$ cat src/rtl/core/mh2_pkg.sv
// Shared types and constants for the MurmurHash2 engine.
`timescale 1ns / 1ps

package mh2_pkg;

	localparam int WORD_W      = 32;
	localparam int BYTES_W     = 3;
	localparam int QUEUE_DEPTH = 2;

	localparam logic [WORD_W-1:0] MIX_MUL = 32'h5bd1e995;
	localparam int MIX_SHIFT   = 24;
	localparam int FIN_SHIFT_A = 13;
	localparam int FIN_SHIFT_B = 15;

	localparam logic [BYTES_W-1:0] FULL_BYTES = 3'd4;

	typedef enum logic [1:0] {
		KIND_NONE,
		KIND_TAIL,
		KIND_FULL
	} kind_t;

	typedef struct packed {
		logic [WORD_W-1:0] word;
		kind_t             kind;
		logic              first;
		logic              last;
		logic [WORD_W-1:0] start;
	} entry_t;

endpackage

$ cat src/rtl/core/mh2_if.sv
// Valid/ready channel interfaces for key words in and hashes out.
`timescale 1ns / 1ps

interface mh2_in_if;
	logic                                valid;
	logic                                ready;
	logic [mh2_pkg::WORD_W-1:0]          data_word;
	logic [mh2_pkg::BYTES_W-1:0]         valid_bytes;
	logic                                first;
	logic                                last;
	logic [mh2_pkg::WORD_W-1:0]          key_length;

	modport source (output valid, data_word, valid_bytes, first, last, key_length,
		input ready);
	modport sink (input valid, data_word, valid_bytes, first, last, key_length,
		output ready);
endinterface

interface mh2_out_if;
	logic                       valid;
	logic                       ready;
	logic [mh2_pkg::WORD_W-1:0] hash_value;

	modport source (output valid, hash_value, input ready);
	modport sink (input valid, hash_value, output ready);
endinterface

$ cat src/rtl/core/mh2_front.sv
// Front end: seed register, input transfer and word classification.
`timescale 1ns / 1ps

module mh2_front (
	input  logic                       clk,
	input  logic                       arst_n,
	input  logic                       cfg_wr_en,
	input  logic [mh2_pkg::WORD_W-1:0] cfg_wr_data,
	mh2_in_if.sink                     in_ch,
	input  logic                       q_full,
	output logic                       q_push,
	output mh2_pkg::entry_t            q_entry
);

	logic [mh2_pkg::WORD_W-1:0] seed_q;

	always_ff @(posedge clk or negedge arst_n) begin
		if (!arst_n) begin
			seed_q <= '0;
		end else if (cfg_wr_en) begin
			seed_q <= cfg_wr_data;
		end
	end

	assign in_ch.ready = !q_full;
	assign q_push      = in_ch.valid && !q_full;

	always_comb begin
		q_entry.first = in_ch.first;
		q_entry.last  = in_ch.last;
		q_entry.start = seed_q ^ in_ch.key_length;
		q_entry.word  = in_ch.data_word;
		q_entry.kind  = mh2_pkg::KIND_FULL;
		priority if (in_ch.valid_bytes >= mh2_pkg::FULL_BYTES) begin
			q_entry.kind = mh2_pkg::KIND_FULL;
		end else if (in_ch.valid_bytes == 3'd3) begin
			q_entry.kind = mh2_pkg::KIND_TAIL;
			q_entry.word = in_ch.data_word & 32'h00ff_ffff;
		end else if (in_ch.valid_bytes == 3'd2) begin
			q_entry.kind = mh2_pkg::KIND_TAIL;
			q_entry.word = in_ch.data_word & 32'h0000_ffff;
		end else if (in_ch.valid_bytes == 3'd1) begin
			q_entry.kind = mh2_pkg::KIND_TAIL;
			q_entry.word = in_ch.data_word & 32'h0000_00ff;
		end else begin
			q_entry.kind = mh2_pkg::KIND_NONE;
			q_entry.word = '0;
		end
	end

endmodule

$ cat src/rtl/core/mh2_queue.sv
// Small first-in first-out queue between the front and back ends.
`timescale 1ns / 1ps

module mh2_queue #(
	parameter int DEPTH = mh2_pkg::QUEUE_DEPTH
) (
	input  logic            clk,
	input  logic            arst_n,
	input  logic            push,
	input  mh2_pkg::entry_t push_entry,
	output logic            full,
	input  logic            pop,
	output logic            head_valid,
	output mh2_pkg::entry_t head
);

	localparam int PTR_W = (DEPTH > 1) ? $clog2(DEPTH) : 1;
	localparam int CNT_W = $clog2(DEPTH + 1);
	localparam logic [PTR_W-1:0] PTR_LAST = PTR_W'(DEPTH - 1);
	localparam logic [CNT_W-1:0] CNT_FULL = CNT_W'(DEPTH);

	mh2_pkg::entry_t  mem_q [DEPTH];
	logic [PTR_W-1:0] wr_ptr_q;
	logic [PTR_W-1:0] rd_ptr_q;
	logic [CNT_W-1:0] count_q;
	logic             do_push;
	logic             do_pop;

	assign full       = (count_q == CNT_FULL);
	assign head_valid = (count_q != '0);
	assign head       = mem_q[rd_ptr_q];
	assign do_push    = push && !full;
	assign do_pop     = pop && head_valid;

	always_ff @(posedge clk) begin
		if (do_push) begin
			mem_q[wr_ptr_q] <= push_entry;
		end
	end

	always_ff @(posedge clk or negedge arst_n) begin
		if (!arst_n) begin
			wr_ptr_q <= '0;
			rd_ptr_q <= '0;
			count_q  <= '0;
		end else begin
			if (do_push) begin
				wr_ptr_q <= (wr_ptr_q == PTR_LAST) ? '0 : wr_ptr_q + 1'b1;
			end
			if (do_pop) begin
				rd_ptr_q <= (rd_ptr_q == PTR_LAST) ? '0 : rd_ptr_q + 1'b1;
			end
			unique case ({do_push, do_pop})
				2'b10:   count_q <= count_q + 1'b1;
				2'b01:   count_q <= count_q - 1'b1;
				default: count_q <= count_q;
			endcase
		end
	end

endmodule

$ cat src/rtl/core/mh2_back.sv
// Back end: word mixing, hash fold, finalization and the result register.
`timescale 1ns / 1ps

module mh2_back (
	input  logic            clk,
	input  logic            arst_n,
	input  logic            q_valid,
	input  mh2_pkg::entry_t q_head,
	output logic            q_pop,
	mh2_out_if.source       out_ch
);

	typedef enum logic [1:0] {
		ST_IDLE,
		ST_MIX,
		ST_FIN,
		ST_OUT
	} state_t;

	state_t                     state_q;
	logic [mh2_pkg::WORD_W-1:0] running_hash_q;
	logic [mh2_pkg::WORD_W-1:0] cur_h_q;
	logic [mh2_pkg::WORD_W-1:0] prod_w_q;
	logic [mh2_pkg::WORD_W-1:0] prod_h_q;
	logic [mh2_pkg::WORD_W-1:0] fin_q;
	mh2_pkg::kind_t             kind_q;
	logic                       last_q;
	logic                       out_valid_q;
	logic [mh2_pkg::WORD_W-1:0] out_hash_q;

	logic [mh2_pkg::WORD_W-1:0] h_in;
	logic [mh2_pkg::WORD_W-1:0] h_mul_src;
	logic [mh2_pkg::WORD_W-1:0] w_shift;
	logic [mh2_pkg::WORD_W-1:0] w_mixed;
	logic [mh2_pkg::WORD_W-1:0] fin_src;
	logic                       out_free;

	assign q_pop  = (state_q == ST_IDLE) && q_valid;
	assign h_in   = q_head.first ? q_head.start : running_hash_q;
	assign h_mul_src = (q_head.kind == mh2_pkg::KIND_TAIL) ? (h_in ^ q_head.word) : h_in;
	assign w_shift = prod_w_q ^ (prod_w_q >> mh2_pkg::MIX_SHIFT);
	assign w_mixed = w_shift * mh2_pkg::MIX_MUL;
	assign fin_src = running_hash_q ^ (running_hash_q >> mh2_pkg::FIN_SHIFT_A);
	assign out_free = !out_valid_q || out_ch.ready;

	assign out_ch.valid      = out_valid_q;
	assign out_ch.hash_value = out_hash_q;

	always_ff @(posedge clk or negedge arst_n) begin
		if (!arst_n) begin
			state_q        <= ST_IDLE;
			running_hash_q <= '0;
			cur_h_q        <= '0;
			prod_w_q       <= '0;
			prod_h_q       <= '0;
			fin_q          <= '0;
			kind_q         <= mh2_pkg::KIND_NONE;
			last_q         <= 1'b0;
			out_valid_q    <= 1'b0;
			out_hash_q     <= '0;
		end else begin
			if ((state_q == ST_OUT) && out_free) begin
				out_valid_q <= 1'b1;
			end else if (out_valid_q && out_ch.ready) begin
				out_valid_q <= 1'b0;
			end
			unique case (state_q)
				ST_IDLE: begin
					if (q_valid) begin
						cur_h_q  <= h_in;
						kind_q   <= q_head.kind;
						last_q   <= q_head.last;
						prod_w_q <= q_head.word * mh2_pkg::MIX_MUL;
						prod_h_q <= h_mul_src * mh2_pkg::MIX_MUL;
						state_q  <= ST_MIX;
					end
				end
				ST_MIX: begin
					unique case (kind_q)
						mh2_pkg::KIND_FULL: running_hash_q <= prod_h_q ^ w_mixed;
						mh2_pkg::KIND_TAIL: running_hash_q <= prod_h_q;
						default:            running_hash_q <= cur_h_q;
					endcase
					state_q <= last_q ? ST_FIN : ST_IDLE;
				end
				ST_FIN: begin
					fin_q   <= fin_src * mh2_pkg::MIX_MUL;
					state_q <= ST_OUT;
				end
				ST_OUT: begin
					if (out_free) begin
						out_hash_q  <= fin_q ^ (fin_q >> mh2_pkg::FIN_SHIFT_B);
						state_q     <= ST_IDLE;
					end
				end
				default: state_q <= ST_IDLE;
			endcase
		end
	end

endmodule

$ cat src/rtl/core/murmur2_hash_engine_top.sv
// Top level of the streaming 32-bit MurmurHash2 engine.
// The back end takes a new item only in ST_IDLE, after the mix/fold multiplier pair is done with the last one.
// A last item also passes through ST_FIN for the finalize multiply and ST_OUT for the result register load.
// A result is registered through the queue, ST_IDLE, ST_MIX, ST_FIN and ST_OUT before out_ch.valid rises.
// Reset (arst_n low) clears the seed, running hash, queue and result valid at once.
`timescale 1ns / 1ps

module murmur2_hash_engine_top #(
	parameter int QUEUE_DEPTH = mh2_pkg::QUEUE_DEPTH
) (
	input  logic                       clk,
	input  logic                       arst_n,
	input  logic                       cfg_wr_en,
	input  logic [mh2_pkg::WORD_W-1:0] cfg_wr_data,
	mh2_in_if.sink                     in_ch,
	mh2_out_if.source                  out_ch
);

	logic            q_full;
	logic            q_push;
	mh2_pkg::entry_t q_entry;
	logic            q_pop;
	logic            q_valid;
	mh2_pkg::entry_t q_head;

	mh2_front u_front (
		.clk         (clk),
		.arst_n      (arst_n),
		.cfg_wr_en   (cfg_wr_en),
		.cfg_wr_data (cfg_wr_data),
		.in_ch       (in_ch),
		.q_full      (q_full),
		.q_push      (q_push),
		.q_entry     (q_entry)
	);

	mh2_queue #(
		.DEPTH (QUEUE_DEPTH)
	) u_queue (
		.clk        (clk),
		.arst_n     (arst_n),
		.push       (q_push),
		.push_entry (q_entry),
		.full       (q_full),
		.pop        (q_pop),
		.head_valid (q_valid),
		.head       (q_head)
	);

	mh2_back u_back (
		.clk     (clk),
		.arst_n  (arst_n),
		.q_valid (q_valid),
		.q_head  (q_head),
		.q_pop   (q_pop),
		.out_ch  (out_ch)
	);

endmodule

$ cat src/flat_wrapper.sv
// flat-port wrapper written by rule: the top's interface ports become plain ports
module murmur2_hash_engine_top_flat 
#(
	parameter int QUEUE_DEPTH = mh2_pkg::QUEUE_DEPTH
)
  (clk, arst_n, cfg_wr_en, cfg_wr_data, in_ch_valid, in_ch_data_word, in_ch_valid_bytes, in_ch_first, in_ch_last, in_ch_key_length, in_ch_ready, out_ch_valid, out_ch_hash_value, out_ch_ready);
  mh2_in_if in_ch_i ();
  mh2_out_if out_ch_i ();
  input  logic clk;
  input  logic arst_n;
  input  logic cfg_wr_en;
  input  logic [mh2_pkg::WORD_W-1:0] cfg_wr_data;
  input wire logic [$bits(in_ch_i.valid)-1:0] in_ch_valid;
  input wire logic [$bits(in_ch_i.data_word)-1:0] in_ch_data_word;
  input wire logic [$bits(in_ch_i.valid_bytes)-1:0] in_ch_valid_bytes;
  input wire logic [$bits(in_ch_i.first)-1:0] in_ch_first;
  input wire logic [$bits(in_ch_i.last)-1:0] in_ch_last;
  input wire logic [$bits(in_ch_i.key_length)-1:0] in_ch_key_length;
  output wire logic [$bits(in_ch_i.ready)-1:0] in_ch_ready;
  output wire logic [$bits(out_ch_i.valid)-1:0] out_ch_valid;
  output wire logic [$bits(out_ch_i.hash_value)-1:0] out_ch_hash_value;
  input wire logic [$bits(out_ch_i.ready)-1:0] out_ch_ready;
  assign in_ch_i.valid = in_ch_valid;
  assign in_ch_i.data_word = in_ch_data_word;
  assign in_ch_i.valid_bytes = in_ch_valid_bytes;
  assign in_ch_i.first = in_ch_first;
  assign in_ch_i.last = in_ch_last;
  assign in_ch_i.key_length = in_ch_key_length;
  assign in_ch_ready = in_ch_i.ready;
  assign out_ch_valid = out_ch_i.valid;
  assign out_ch_hash_value = out_ch_i.hash_value;
  assign out_ch_i.ready = out_ch_ready;
  murmur2_hash_engine_top #(.QUEUE_DEPTH(QUEUE_DEPTH)) u_core (.clk(clk), .arst_n(arst_n), .cfg_wr_en(cfg_wr_en), .cfg_wr_data(cfg_wr_data), .in_ch(in_ch_i), .out_ch(out_ch_i));
endmodule
$ cat config.mk
export PLATFORM = sky130hd
export DESIGN_NAME = murmur2_hash_engine_top_flat
export DESIGN_NICKNAME = d
export VERILOG_FILES = /design/src/rtl/core/mh2_pkg.sv /design/src/rtl/core/mh2_if.sv /design/src/rtl/core/mh2_front.sv /design/src/rtl/core/mh2_queue.sv /design/src/rtl/core/mh2_back.sv /design/src/rtl/core/murmur2_hash_engine_top.sv /design/src/flat_wrapper.sv
export SDC_FILE = /design/constraint.sdc
export NUM_CORES = 2
export LEC_CHECK = 0
export BUFFER_PORTS_ARGS = -buffer_cell sky130_fd_sc_hd__buf_2
export CORE_MARGIN = 2
export CORE_UTILIZATION = 40
export DETAILED_ROUTE_END_ITERATION = 10
export HOLD_SLACK_MARGIN = 0.12
export MAX_ROUTING_LAYER = met4
export PLACE_DENSITY = 0.52
export REMOVE_ABC_BUFFERS = 1
export SETUP_SLACK_MARGIN = 0.3
export SLEW_MARGIN = 5
export SYNTH_ARGS = -nofsm -noshare
export SYNTH_HDL_FRONTEND = slang
export SYNTH_SLANG_ARGS = --single-unit
$ cat constraint.sdc
create_clock -name clk -period 9.15 [get_ports clk]
set_input_delay 0.4575 -clock clk [delete_from_list [all_inputs] [get_ports clk]]
set_output_delay 0.4575 -clock clk [all_outputs]
set_load 0.1 [all_outputs]
==> flow_summary.toml <==
[setup_path]
ff2ff_setup_slack_ps = 570
crit_path_start_kind = "flip-flop"
r2r_end = "u_core.u_back.prod_h_q[31]$_DFFE_PN0P_"
cp_top_family = "adder cells"
crit_arrival_ps = 9030
end_kind = "flip-flop"
crit_buf_inv = 6
slowest_stage = "xnor2_1"
cp_data_required_time_ps = 9590
critPathMaxFanout = 44
max_stage_delay_ps = 980
cpMostUsedCell = "fa_1"
regToRegStartpoint = "u_core.u_queue.rd_ptr_q$_DFFE_PN0P_"
worstSetupPathType = "flip-flop to flip-flop"
worstRegToRegCells = 25

[finish]
layout-drive-gt1-share_pct = 7.545
layout.nets = 6852
area_growth_pct = 10.22
n_fill_cell = 12169
regArea_mm2 = 0.009943
multi_input_area_mm2 = 0.03542

[yosys]
ys_seq_area_share_pct = 19.59
synth_edf_count = 136
synthFlopType = "dfrtp_1"
syn_area_per_cell_um2 = 10.27
netlist_instances = 4939
yosys.area.top_type = "fa_1"
async_reset_ff_share_pct = 63.24
yosysUniqueCellTypes = 70
ys_ff_latch = 370
synth_area_leaders = "fa_1 (28%), ha_1 (21%), dfrtp_1 (12%)"
ys.warnings.count = 0
synth_top_area_share_pct = 28.29
netlist_area_mm2 = 0.05074

[die]
core_mm2 = 0.1257
ioPinCount = 140
die_h_um = 360.1
die_area_mm2 = 0.1297
die_x_um = 360.1
num_rows = 130
initial_core_util_pct = 40.35

[hold_path]
holdPathEnd = "u_core.u_queue.mem_q[0][27]$_DFFE_PP_"
hold_depth = 2
hp-class = "input pin to flip-flop"
min_from = "in_ch_key_length[27]"

[timing]
tns_ps = 0
rsz0062_at_grt = "no"
fmax_mhz = 116.5
hold_violations = 0
clock_skew_ps = 66.81
slew_headroom_pct = 14.64
period_minus_slack_ps = 8582
worstMarginPinSlew_ps = 1271
period_share_pct = 93.79
finalSetupViolCount = 0
slew_viol_final = 0

[detailed_routing]
drt_iter0_markers = 2236
drt-total-wl_um = 138800
vias_per_cell = 4.835
dr.pass1.iters = 7
vias = 33175
ant_nets = 0
wl_per_cell_um = 20.23
drc = 0

[placed_design]
gp_congestion = 0.9026
dp_hpwl_um = 116100
port_buffers = 139

[run_status]
outcome = "finished clean"

[global_routing]
gr-total-overflow = 0
grt_max_degree = 147
antenna_found_initial = 2
grt_pass1_wl_um = 214900
grt_pass1_vias = 35333
grt_usage_pct = 22.65

[job]
cap_violations = 0

[clock_tree]
clockRootBuffer = "clkbuf_16"
cts_tree = "done"
cts_made_buffers = 44
clkTransAtPathRegs_ps = 60
clkSinkCount = 370
clkLatencyLatePin_ps = 640
cts.path.max_buffers = 3
cts.htree.levels = 2
[layout make-up]
type,instances,share of cell area [%]
clock buffer,54,2.126
timing repair buffer,269,3.285
tap,1650,3.692
clock inverter,28,0.5974
multi-input combinational,3122,63.34
sequential,370,17.78
inverter,1366,9.169
antenna,2,0.008950
[placed cells by master, fill, tap and decap left out, types with 8 or more instances in the layout]
master            n
inv_1          1365
xnor2_1         259
dfrtp_1         233
buf_4            84
a21oi_1         159
o31ai_1           9
dlygate4sd3_1    42
fa_1            717
nand2_1         216
o21a_1           14
o21bai_1         15
nor3_1           14
mux2_2           60
mux2i_1          56
a22oi_1          15
xor2_1          137
a221oi_1          8
nor2b_1          43
clkbuf_16        44
edfxtp_1        136
a21o_1           51
and2_1           22
nor2_1          121
a31oi_1          11
ha_1            856
nand3_1          13
and3_1           10
o21ai_0         187
buf_2           138
nand2b_1         15
a211oi_1          8
o22ai_1           9
[logic make-up (layout without fill, tap and decap cells)]
family	Yosys count	after routing	synth area share [%]
adder cells (fa/ha/maj)	1578	1578	49.50
buffers and inverters	1448	1717	10.77
AO/OA/AOI/OAI	537	537	6.363
AND/OR/NAND/NOR	484	484	4.269
XOR/XNOR	404	404	7.004
flip-flops	370	370	19.59
multiplexers	118	119	2.501
other	0	2	0
[state kept, by name, summed over array words and instances, names as in the netlist, 2 cells and up, named ones only]
register                         flops
u_core.u_back.kind_q                 2
u_core.u_back.prod_h_q              32
u_core.u_back.running_hash_q        32
u_core.u_front.seed_q               32
u_core.u_back.fin_q                 32
u_core.u_queue.count_q               2
u_core.u_back.cur_h_q               32
u_core.u_queue.mem_q               136
u_core.u_back.out_ch.hash_value     32
u_core.u_back.prod_w_q              32
[layer usage]
metal / track usage [%] / part of all wire [%]
met5: - / 0
met4: 5.297 / 2.6
met3: 2.631 / 4.0
met2: 35.63 / 46
met1: 31.32 / 47
[through the flow]
step                worst slack (ps)  util, %  hold slack [ps]  instance area (um2)  std cells
floorplan                      -1227        -            161.9                50400       4857
finish                         567.8    44.48            151.9                55920       6861
global placement               508.0    42.87            461.6                53900       6732
detailed placement             413.8    42.87            472.3                53900       6732
global route                   319.8    44.48            137.3                55920       6861
CTS                            373.6    44.41            120.2                55840       6855
[cell usage after synthesis, types with 8 or more instances]
cell / n
a21o_1: 51
nor2_1: 122
nand3_1: 13
nor3_1: 14
nor2b_1: 44
mux2_2: 60
o21ai_0: 187
o21a_1: 14
buf_1: 18
o21bai_1: 15
nand2b_1: 17
a22oi_1: 15
and2_1: 22
nand2_1: 216
mux2i_1: 57
xnor2_1: 261
clkbuf_1: 56
ha_1: 856
inv_1: 1365
dfrtp_1: 234
a211oi_1: 8
a31oi_1: 11
o22ai_1: 9
fa_1: 717
xor2_1: 141
edfxtp_1: 136
and3_1: 11
a21oi_1: 159
o31ai_1: 9
a221oi_1: 8
[what timing repair did]
action | in CTS | in global routing
hold buffers | 41 | 1
endpoints found under the hold margin | 134 | 2
setup endpoints to repair | 0 | 3
resized for setup | 0 | 4
setup buffers | 0 | 2
[worst max-delay path by stage]
| stage | cells past startpoint | end | startpoint |
|---|---|---|---|
| 2_1_floorplan | 24 | u_core.u_back.prod_h_q[31]$_DFFE_PN0P_ | u_core.u_queue.rd_ptr_q$_DFFE_PN0P_ |
| 3_3_place_gp | 30 | u_core.u_back.prod_h_q[31]$_DFFE_PN0P_ | u_core.u_queue.rd_ptr_q$_DFFE_PN0P_ |
| 3_5_place_dp | 28 | u_core.u_back.prod_h_q[31]$_DFFE_PN0P_ | u_core.u_queue.rd_ptr_q$_DFFE_PN0P_ |
| 4_1_cts | 28 | u_core.u_back.prod_h_q[31]$_DFFE_PN0P_ | u_core.u_queue.rd_ptr_q$_DFFE_PN0P_ |
| 5_1_grt | 27 | u_core.u_back.prod_h_q[31]$_DFFE_PN0P_ | u_core.u_queue.rd_ptr_q$_DFFE_PN0P_ |
| 6_report | 25 | u_core.u_back.prod_h_q[31]$_DFFE_PN0P_ | u_core.u_queue.rd_ptr_q$_DFFE_PN0P_ |
Power is not shown: default switching activity piles up to over one toggle a cycle in this logic, so the estimate is an artifact.
